===== config.mk =====
export PLATFORM = sky130hd
export DESIGN_NAME = pstc_div_stage
export DESIGN_NICKNAME = d
export VERILOG_FILES = /design/src/rtl/pstc_pkg.sv /design/src/rtl/pstc_div_stage.sv
export SDC_FILE = /design/constraint.sdc
export NUM_CORES = 1
export LEC_CHECK = 0
export ABC_AREA = 1
export ABC_CLOCK_PERIOD_IN_PS = 9500
export BUFFER_PORTS_ARGS = -buffer_cell sky130_fd_sc_hd__buf_2
export CAP_MARGIN = 10
export CORE_ASPECT_RATIO = 0.9
export CORE_MARGIN = 1
export CORE_UTILIZATION = 60
export CTS_CLUSTER_DIAMETER = 120
export DETAILED_ROUTE_END_ITERATION = 10
export PLACE_DENSITY = 0.87
export SYNTH_ARGS = -nofsm -noshare
export SYNTH_HDL_FRONTEND = slang
export SYNTH_SLANG_ARGS = --single-unit

===== constraint.sdc =====
create_clock -name clk -period 9.5 [get_ports clk]
set_input_delay 0 -clock clk [delete_from_list [all_inputs] [get_ports clk]]
set_output_delay 0 -clock clk [all_outputs]
set_load 0.01 [all_outputs]

===== src/rtl/pstc_pkg.sv =====
// ----------------------------------------------------------------------------
// pstc_pkg
// Shared types, constants and helper functions for the spectrum color pipeline.
// ----------------------------------------------------------------------------
package pstc_pkg;

  localparam int PIXEL_BITS = 16;
  localparam int FS_BITS    = 16;
  localparam int W_BITS     = 17;   // wavelength offset, Q.8 nm
  localparam int Q_BITS     = 17;   // unsigned Q1.16 fraction, up to 1.0

  // Wavelength breakpoints as offsets from 380 nm, Q.8
  localparam logic [W_BITS-1:0] W_SPAN = 17'd102400;
  localparam logic [W_BITS-1:0] W_420  = 17'd10240;
  localparam logic [W_BITS-1:0] W_440  = 17'd15360;
  localparam logic [W_BITS-1:0] W_490  = 17'd28160;
  localparam logic [W_BITS-1:0] W_510  = 17'd33280;
  localparam logic [W_BITS-1:0] W_580  = 17'd51200;
  localparam logic [W_BITS-1:0] W_645  = 17'd67840;
  localparam logic [W_BITS-1:0] W_700  = 17'd81920;
  localparam logic [Q_BITS-1:0] Q_ONE  = 17'd65536;

  // pixel * 400 nm * 256, before the shift by 8
  localparam logic [8:0] SPAN_NM = 9'd400;
  localparam int PROD_BITS = PIXEL_BITS + 9;

  // Pipelined long division: 4 quotient bits per stage, 5 stages
  localparam int DIV_STEPS  = 4;
  localparam int DIV_STAGES = 5;
  localparam int QUO_BITS   = DIV_STEPS * DIV_STAGES;

  // Constant division by reciprocal multiply
  localparam int A_BITS      = 23;
  localparam int M_BITS      = 21;
  localparam int RECIP_SHIFT = 23;
  localparam int unsigned RECIP_ONE = 32'd1 << RECIP_SHIFT;
  localparam logic [M_BITS-1:0] RECIP_5  = M_BITS'(RECIP_ONE / 5);
  localparam logic [M_BITS-1:0] RECIP_15 = M_BITS'(RECIP_ONE / 15);
  localparam logic [M_BITS-1:0] RECIP_25 = M_BITS'(RECIP_ONE / 25);
  localparam logic [M_BITS-1:0] RECIP_35 = M_BITS'(RECIP_ONE / 35);
  localparam logic [M_BITS-1:0] RECIP_65 = M_BITS'(RECIP_ONE / 65);

  // Pipeline stage map
  localparam int N_STAGES = 12;
  localparam int ST_SEG   = DIV_STAGES + 1;
  localparam int ST_CDIV  = ST_SEG + 1;
  localparam int ST_SCALE = ST_CDIV + 3;

  typedef enum logic [2:0] {
    DIV_5,
    DIV_15,
    DIV_25,
    DIV_35,
    DIV_65
  } divisor_t;

  typedef enum logic [1:0] {
    TERM_ZERO,
    TERM_ONE,
    TERM_DIV
  } term_kind_t;

  typedef struct packed {
    term_kind_t        kind;
    divisor_t          dsel;
    logic [A_BITS-1:0] dividend;
  } term_t;

  typedef struct packed {
    logic                sat;
    logic [FS_BITS-1:0]  rem;
    logic [QUO_BITS-1:0] num;
    logic [QUO_BITS-1:0] quo;
  } div_state_t;

  function automatic logic [6:0] divisor_value(divisor_t dsel);
    logic [6:0] val;
    unique case (dsel)
      DIV_5:   val = 7'd5;
      DIV_15:  val = 7'd15;
      DIV_25:  val = 7'd25;
      DIV_35:  val = 7'd35;
      DIV_65:  val = 7'd65;
      default: val = 7'd5;
    endcase
    return val;
  endfunction

  function automatic logic [M_BITS-1:0] divisor_recip(divisor_t dsel);
    logic [M_BITS-1:0] val;
    unique case (dsel)
      DIV_5:   val = RECIP_5;
      DIV_15:  val = RECIP_15;
      DIV_25:  val = RECIP_25;
      DIV_35:  val = RECIP_35;
      DIV_65:  val = RECIP_65;
      default: val = RECIP_5;
    endcase
    return val;
  endfunction

endpackage


===== src/rtl/pstc_div_stage.sv =====
// ----------------------------------------------------------------------------
// pstc_div_stage
// One registered slice of the restoring divider: four quotient bits per stage.
// ----------------------------------------------------------------------------
module pstc_div_stage import pstc_pkg::*; (
  input  logic               clk,
  input  logic               en,
  input  logic [FS_BITS-1:0] fs,
  input  div_state_t         d,
  output div_state_t         q
);

  div_state_t      q_next;
  logic [FS_BITS:0] trial;

  always_comb begin
    q_next = d;
    trial  = '0;
    for (int i = 0; i < DIV_STEPS; i++) begin
      trial      = {q_next.rem, q_next.num[QUO_BITS-1]};
      q_next.num = {q_next.num[QUO_BITS-2:0], 1'b0};
      if (trial >= {1'b0, fs}) begin
        q_next.rem = FS_BITS'(trial - {1'b0, fs});
        q_next.quo = {q_next.quo[QUO_BITS-2:0], 1'b1};
      end else begin
        q_next.rem = trial[FS_BITS-1:0];
        q_next.quo = {q_next.quo[QUO_BITS-2:0], 1'b0};
      end
    end
  end

  always_ff @(posedge clk) begin
    if (en) begin
      q <= q_next;
    end
  end

endmodule


; Word-level counts from Yosys, hierarchy flattened
; Cells that the tools add are included.
[word_totals]
regBits = 53
out_inout_bits = 57
[classes]
add_sub_neg = 4
n_lt_le_gt_ge = 4
n_mux = 8
[op_table]
columns = operator, n
row1 = greater-or-equal comparator 17 x 16 -> 1 bit, 4
row2 = two-way mux 16 bit, 4
row3 = subtractor 16 bit, 4
row4 = two-way mux 1 bit, 4

; Logic depth before layout (Yosys ltp)
; Gate-level depths: netlist of the first run.
[depth]
word_depth = 8
ltp_mapped = 52
mapped_depth_nobuf = 48

; Least setup slack after synthesis of the first run
; Ideal clock, no wire load.
[synth_timing]
path_type = input to register
start = input fs[7]
end = register q[47] in the netlist's numbering, data pin
setup_ps = 252
arrival_time_ps = 6233
slack_ps = 3015
stages = 48
cell_sequence = inv_1 ha_1 nand2_2 inv_2 nand2_1 nand2_1 a21oi_2 nand2_1 nand2_2 nand2_4 inv_2 buf_2 nand2_1 o21ai_0 ha_1 a21o_1 a21oi_1 nand2_1 [... 12 more ...] nand4_1 a21oi_1 nand2_4 buf_6 buf_6 nand2_2 nand2_2 ha_1 nand2_1 nor2_1 a211oi_1 o211ai_1 a21oi_1 o21a_1 nand3_4 buf_4 nand2_1 nand2_1
[synth_lines]
columns = item, line
row1 = start: declaration, pstc_div_stage.sv:8  ; input logic [FS_BITS-1:0] fs,
row2 = end signal: assignment, pstc_div_stage.sv:34  ; q <= q_next;
row3 = end: declaration, pstc_div_stage.sv:10  ; output div_state_t q

==> run metrics, run 1 <==
crit path max fanout=31; switching part of the total=53.3%; top post-synthesis cells by area=edfxtp_1 (29%), ha_1 (15%), nand2_1 (14%), a21oi_1 (5.3%), inv_1 (5.0%); layout cells sized above 1=between 20% and 30%; post-synthesis async set-or-reset flop share=0%; Crit path largest cell delay=0.40 ns; Post-synth EDFFs=53; worst min path class=in2reg; yosys warns=0; FP Rows=32; WP data arrival=about 8.5 ns; RSZ-0062 raised after global routing=false; Synth Area in Compound Gates=around an eighth; CP most frequent cell=nand2_1; Nets=1015; ant diodes=0; Slew HR=approximately a fifth; Detail Placement HPWL=roughly 12000 um; Total Wirelength=16700 um; Total Routing Usage GR=36.2%; switching power=between 1 and 1.5 mW; Slowest cell on crit path=o21ai_0; Die H=around 93 um; Least-Margin Pin Slew=roughly 1.2 ns; mux contribution to synthesized area=0%; Seq pwr share=~17%; synthesized area=5520 um^2; max reg flops=53; Clk pwr share=under 10%; post-CTS setup buffers=0; Biggest register=q; global-route wire length before repair=roughly 26000 um; LEAKAGE=around 3.4 nW; max-slew violation count=0; delay-heaviest family, CP=compound AO/OA/AOI/OAI gates; largest family of logic cells by synthesized area=simple AND/OR/NAND/NOR gates; post-synth top area share=~29%; TNS Setup=0 ns; most frequent cell after synthesis=nand2_1; Die Area=9590 um^2; syn avg cell area=7.68 um^2; Max IR drop VDD=~0.58 mV; Max Fclk=between 0.1 and 0.15 GHz; Final Hold Vio Count=0; H-Tree Depth=2; port bufs=123; Comb power frac=between 70% and 80%; post-synthesis simple-gate area fraction=a little over a quarter; die width=103 um; Final Wtd Congestion=0.984; PwrDens=~360 nW/um^2; First-pass DRT Iterations=6; CTS root buf=clkbuf_8; Internal=around 1.1 mW; total chip power=2.38 mW; CTS max path bufs=2; final period utilization=88.0%; CTS tree=built; CTS sink count=53; xor/xnor share of the synthesized area=approximately 8.2%; largest net degree at the start of global routing=54; clock slew at reported path FFs=between 0.1 and 0.15 ns; Synth Instances=between 700 and 800; CP Capture Type=register; Fillers=659; Wirelength per Cell=16.9 um; Core ar.=between 8000 and 9000 um^2; area grow syn2layout=19.9%; status=completed; vias per cell=~5.7; final setup fails=0; Top FF cell, synth=edfxtp_1; Critical Path Source=fs[1]; max-cap violations=0; Crit Path Category=in2reg; post-synthesis sequential area ratio=between 20% and 30%; via count=roughly 5600; Req. time, crit path=roughly 9.7 ns; Yosys top cell by area=edfxtp_1; Post-DRT Antenna Nets=0; initial DRC count=490; crit path capture=q[47]; # IOs=132; synth unique cells=43; vias in the first global route=5325; WP buf/inv=7; biggest regs=q: 53 flops; final period demand of the worst path=approximately 8.4 ns; flops & latches, synth=53; Starting Density=between 60 and 70%; DRC violations left=0; Post-Synth Adder-Cell Area=between 15 and 20%; Critical Path Stages=46; total grt overflow=0; total CTS buffers=5; antenna violations before repair=0; most instantiated cells after synthesis=nand2_1 (200), inv_1 (73), ha_1 (64), a21oi_1 (59), edfxtp_1 (53); Setup crit start kind=input port
## layout by cell type, fill, tap and decap left out, drive strengths merged, types with 7 or more instances in the layout
cell	instances
nor3	8
o21ai	37
dlygate4sd3	33
edfxtp	53
nand3	32
nor2	38
xor2	23
buf	124
ha	64
nand2	226
a31oi	7
nand4	9
inv	80
a21o	10
xnor2	29
a21oi	60
## repair_timing
item,in CTS,in global routing
endpoints found under the hold margin,33,0
hold buffers,33,0
resized for setup,0,0
## worst min-delay path by stage
stage	from	endpoint	slack, ns	depth (start not counted)
global route	d[36]	q[40]	0.19	3
global placement	d[31]	q[35]	0.18	1
detailed placement	d[0]	q[4]	0.18	1
finish	d[36]	q[40]	0.18	3
CTS	d[36]	q[40]	0.16	3
floorplan	d[6]	q[10]	0.1	0
## cell families after synthesis
logic type                 count (synthesis)
and+or+nand+nor                          323
adders and majority gates                 68
buffers and inverters                     93
other                                      1
AOI/OAI and AO/OA                        129
xor gates and xnor gates                  52
DFF                                       53
## layout make-up
cell class	count	area [um^2]	share of cell area, %
Clock buffer	5	68.8	1.04
Clock inverter	3	26.3	0.397
Inverter	79	297	4.48
Multi-Input combinational cell	576	3530	53.4
Sequential cell	53	1590	24.0
Tap cell	119	149	2.25
Timing Repair Buffer	157	953	14.4
## per-stage QoR
| step | hold WS, ns | worst slack (ns) | area, um^2 | utilization [%] | cells |
|---|---|---|---|---|---|
| 2_1_floorplan | 0.0989 | 3.02 | 5530 | - | 722 |
| 3_3_place_gp | 0.176 | 1.31 | 6190 | 70.6 | 951 |
| 3_5_place_dp | 0.178 | 1.15 | 6190 | 70.6 | 951 |
| 4_1_cts | 0.162 | 1.39 | 6620 | 75.5 | 992 |
| 5_1_grt | 0.188 | 0.462 | 6620 | 75.5 | 992 |
| 6_report | 0.182 | 1.14 | 6620 | 75.5 | 992 |
## per-layer routing
metal / GRT usage [%] / wire length, um / vias up
met1: 49.7 / 7100 / 2568
met2: 58.3 / 7680 / 307
met5: 0 / 0 / -
met3: 5.01 / 1450 / 47
li1: - / - / 2720
met4: 12.1 / 492 / 0
## tightest hold or removal path: cells and delay by family
kind	cells	cell delay [ns]
buf+inv	1	0.13
simple gates	2	0.27
## power by group through the flow
stage	logic, mW	registers, mW	clock network (mW)
after CTS	1.76	0.396	0.135
after global placement	1.66	0.398	0
after detailed placement	1.73	0.401	0
final	1.84	0.399	0.141
after global routing	2.02	0.404	0.146
after floorplan	1.37	0.433	0
No activity file was read; power rests on OpenSTA's default activity.
==> inputs of run 2 (changes only) <==
--- a/config.mk
+++ b/config.mk
@@ -5,16 +5,15 @@
 export SDC_FILE = /design/constraint.sdc
 export NUM_CORES = 1
 export LEC_CHECK = 0
-export ABC_AREA = 1
 export ABC_CLOCK_PERIOD_IN_PS = 9500
 export BUFFER_PORTS_ARGS = -buffer_cell sky130_fd_sc_hd__buf_2
 export CAP_MARGIN = 10
 export CORE_ASPECT_RATIO = 0.9
 export CORE_MARGIN = 1
-export CORE_UTILIZATION = 60
+export CORE_UTILIZATION = 59
 export CTS_CLUSTER_DIAMETER = 120
 export DETAILED_ROUTE_END_ITERATION = 10
-export PLACE_DENSITY = 0.87
+export PLACE_DENSITY = 0.86
 export SYNTH_ARGS = -nofsm -noshare
 export SYNTH_HDL_FRONTEND = slang
 export SYNTH_SLANG_ARGS = --single-unit
==> run metrics, run 2 <==
status=stopped before the end; failing step=global routing; first error=[ERROR GRT-0232] Routing congestion too high. Check the congestion heatmap in the GUI.; port bufs=approximately 120; pre-CTS setup slack=-0.171 ns; CTS root buf=clkbuf_8; Top FF cell, synth=edfxtp_1; Final Wtd Congestion=about 0.91; post-synthesis async set-or-reset flop share=0%; post-CTS setup buffers=0; CTS max path bufs=2; worst_ep kind=sequential cell input; GRT worst endpoint=q[48]$_DFFE_PP_/D; Detail Placement HPWL=about 12000 um; # IOs=132; post-synth top area share=between 30 and 40%; Starting Density=60.9%; Yosys top cell by area=edfxtp_1; most frequent cell after synthesis=ha_1; top post-synthesis cells by area=edfxtp_1 (30%), ha_1 (15%), xnor2_1 (4.8%), mux2_2 (4.1%), xor2_1 (3.3%); Synth Instances=539; syn avg cell area=9.72 um^2; FP Rows=32; Total Routing Usage GR=approximately 77%; instance area after placement=around 6900 um^2; total CTS buffers=5; largest net degree at the start of global routing=54; CTS sink count=53; Post-synth EDFFs=53; synth unique cells=61; total grt overflow=30; most instantiated cells after synthesis=ha_1 (64), edfxtp_1 (53), inv_1 (44), nand2_1 (43), a21oi_1 (34); synthesized area=5240 um^2; H-Tree Depth=2; post-synthesis sequential area ratio=approximately 30%; Die H=roughly 90 um; flops & latches, synth=between 50 and 60; die width=101 um; yosys warns=0
run 2: changes by cell type after synthesis, moves of 7 or more:
cell	previous run	this run
nand2_1	200	43
inv_1	73	44
a21oi_1	59	34
nand2_2	23	0
mux2_2	0	19
nand3_1	26	13
o21ai_1	11	1
a21o_1	10	18
mux2_4	0	8
o21bai_1	2	10
o21ai_0	26	33
run 2: cell families after synthesis:
| family | share of synthesized area [%] |
|---|---|
| muxes | 7.95 |
| AOI/OAI and AO/OA | 19.7 |
| DFF | 30.4 |
| buffers and inverters | 4.44 |
| and+or+nand+nor | 12.5 |
| other | 0.0716 |
| adders and majority gates | 16.8 |
| xor gates and xnor gates | 8.19 |
run 2: layer usage:
layer | overflow | GRT usage (%)
met1 | 0 | 75.8
met2 | 13 | 90.7
met3 | 0 | 67.8
met4 | 16 | 75.7
met5 | 1 | 31.4
run 2: timing repair:
| item | 4_1_cts |
|---|---|
| resized for setup | 0 |
| endpoints found under the setup margin | 0 |
| endpoints found under the hold margin | 33 |
| hold buffers | 33 |
run 2: stage by stage:
stage          util, %  instances  TNS, ns
2_1_floorplan        -        542        0
3_3_place_gp      80.6        887        0
3_5_place_dp      80.6        887    -1.91
4_1_cts           85.5        928        0
==> inputs of run 3 (changes only) <==
--- a/config.mk
+++ b/config.mk
@@ -8,12 +8,10 @@
 export ABC_CLOCK_PERIOD_IN_PS = 9500
 export BUFFER_PORTS_ARGS = -buffer_cell sky130_fd_sc_hd__buf_2
 export CAP_MARGIN = 10
-export CORE_ASPECT_RATIO = 0.9
 export CORE_MARGIN = 1
-export CORE_UTILIZATION = 59
-export CTS_CLUSTER_DIAMETER = 120
+export CORE_UTILIZATION = 40
 export DETAILED_ROUTE_END_ITERATION = 10
-export PLACE_DENSITY = 0.86
+export PLACE_DENSITY_LB_ADDON = 0.15
 export SYNTH_ARGS = -nofsm -noshare
 export SYNTH_HDL_FRONTEND = slang
 export SYNTH_SLANG_ARGS = --single-unit
==> run metrics, run 3 <==
post-synth top area share=between 30% and 40%; Nets=slightly above 1000; most frequent cell after synthesis=ha_1; Core ar.=between 10000 and 15000 um^2; Final Util=roughly 66%; Starting Density=approximately two fifths; max-slew violation count=0; CP most frequent cell=ha_4; synthesized area=5240 um^2; port bufs=between 100 and 150; flops & latches, synth=53; mux contribution to synthesized area=around 8.0%; RSZ-0062 raised after global routing=false; Synth Instances=between 500 and 600; Yosys top cell by area=edfxtp_1; Crit Path Category=in2reg; Post-DRT Antenna Nets=0; final period demand of the worst path=approximately 9.1 ns; most frequent cells in the layout=buf_4 (178), buf_2 (122), ha_1 (53), edfxtp_1 (53), nand2_1 (43); Top FF cell, synth=edfxtp_1; largest family of logic cells by synthesized area=compound AO/OA/AOI/OAI gates; Setup crit start kind=input port; die width=116 um; post-synthesis simple-gate area fraction=around an eighth; CTS root buf=clkbuf_16; final setup fails=0; worst min path class=in2reg; Max IR drop VDD=0.172 mV; initial DRC count=between 200 and 250; Synth Area in Compound Gates=roughly a fifth; max reg flops=53; biggest regs=q: 53 flops; post-synthesis async set-or-reset flop share=0%; Post-Synth Adder-Cell Area=approximately 17%; CTS tree=built; FP Rows=41; CTS max path bufs=2; Slew HR=a little under three fifths; Slowest cell on crit path=or3_4; WP data arrival=9.16 ns; most common cell after layout, fill and taps aside=buf_4; WP buf/inv=8; Setup WS post-layout=between 0.3 and 0.4 ns; Biggest register=q; multi-input logic area=between 3000 and 4000 um^2; placed insts=1000; largest net degree at the start of global routing=54; delay-heaviest family, CP=compound AO/OA/AOI/OAI gates; most instantiated cells after synthesis=ha_1 (64), edfxtp_1 (53), inv_1 (44), nand2_1 (43), a21oi_1 (34); register area=about 1600 um^2; LEAKAGE=~3.9 nW; Non-Filler Instances=~1100; yosys warns=0; Total Wirelength=15400 um; vias in the first global route=between 5000 and 6000; post-synthesis sequential area ratio=between 30% and 40%; Fillers=about 1100; CTS sink count=53; # IOs=about 130; Die Area=about 14000 um^2; max-cap violations=0; Final Wtd Congestion=0.903; Req. time, crit path=9.55 ns; PwrDens=around 360 nW/um^2; layout cells sized above 1=45.4%; total grt overflow=0; syn avg cell area=roughly 9.7 um^2; H-Tree Depth=2; Crit path largest cell delay=between 0.4 and 0.5 ns; CP Capture Type=register; clock slew at reported path FFs=approximately 0.07 ns; synth unique cells=a little over 60; Post-synth EDFFs=53; area grow syn2layout=58.6%; Final Hold Vio Count=0; vias per cell=approximately 4.9; Least-Margin Pin Slew=0.660 ns; total CTS buffers=5; status=completed; Total Routing Usage GR=about 23%; Max Fclk=about 0.11 GHz; global-route wire length before repair=approximately 24000 um; First-pass DRT Iterations=4; Detail Placement HPWL=12600 um; top post-synthesis cells by area=edfxtp_1 (30%), ha_1 (15%), xnor2_1 (4.8%), mux2_2 (4.1%), xor2_1 (3.3%); Wirelength per Cell=between 10 and 15 um; DRC violations left=0; ant diodes=0; antenna violations before repair=0; Die H=116 um; via count=slightly above 5000; xor/xnor share of the synthesized area=around 8.2%; final period utilization=95.9%; crit path max fanout=9; pre-CTS setup slack=-0.249 ns
-- run 3: cell counts after synthesis --
No cell type changed its count.
-- run 3: routing by layer --
layer  wire length (um)  part of all wire, %  vias to the layer above  GRT usage (%)
met5                  0                    0                        -              0
met4                473                  3.1                        0           9.40
met3                590                  3.8                       22           2.54
met2               7550                   49                      128           40.2
met1               6810                   44                     2331           28.5
li1                   -                    -                     2685              -
-- run 3: kinds of logic after synthesis --
logic type                 Yosys count
AOI/OAI and AO/OA                  143
and+or+nand+nor                    136
adders and majority gates           68
buffers and inverters               55
DFF                                 53
xor gates and xnor gates            49
muxes                               34
other                                1
-- run 3: per-stage QoR --
stage | hold slack, ns | power, mW | TNS [ns] | cell area [um^2]
after floorplan | 0.0989 | 1.81 | 0 | 5370
after global placement | 0.177 | 2.57 | -0.562 | 7450
after detailed placement | 0.179 | 2.62 | -3.66 | 7450
after CTS | 0.0973 | 2.82 | 0 | 7930
after global routing | 0.109 | 3.23 | 0 | 8310
final | 0.106 | 2.98 | 0 | 8310
-- run 3: path summary, 6_finish.rpt --
path              start  endpoint  slack (ns)  depth (start not counted)
setup / recovery  fs[1]     q[42]        0.39                         46
hold / removal    d[36]     q[40]        0.11                          3
-- run 3: power by group --
| group | internal [mW] | switching, mW |
|---|---|---|
| Clock | 0.0996 | 0.0852 |
| Combinational | 1.38 | 1.03 |
| Sequential | 0.380 | 0.0111 |
-- run 3: final cells by class --
class,count,area share [%]
clock inverter,3,0.301
multi-input combinational,435,45.5
clock buffer,5,1.51
timing repair buffer,341,28.9
tap,172,2.59
sequential,53,19.2
inverter,45,2.11
-- run 3: timing repair --
action	4_1_cts	5_1_grt
hold buffers	33	0
hold endpoints to repair	33	0
endpoints found under the setup margin	0	17
buffers inserted	0	11
gates resized for setup	0	50
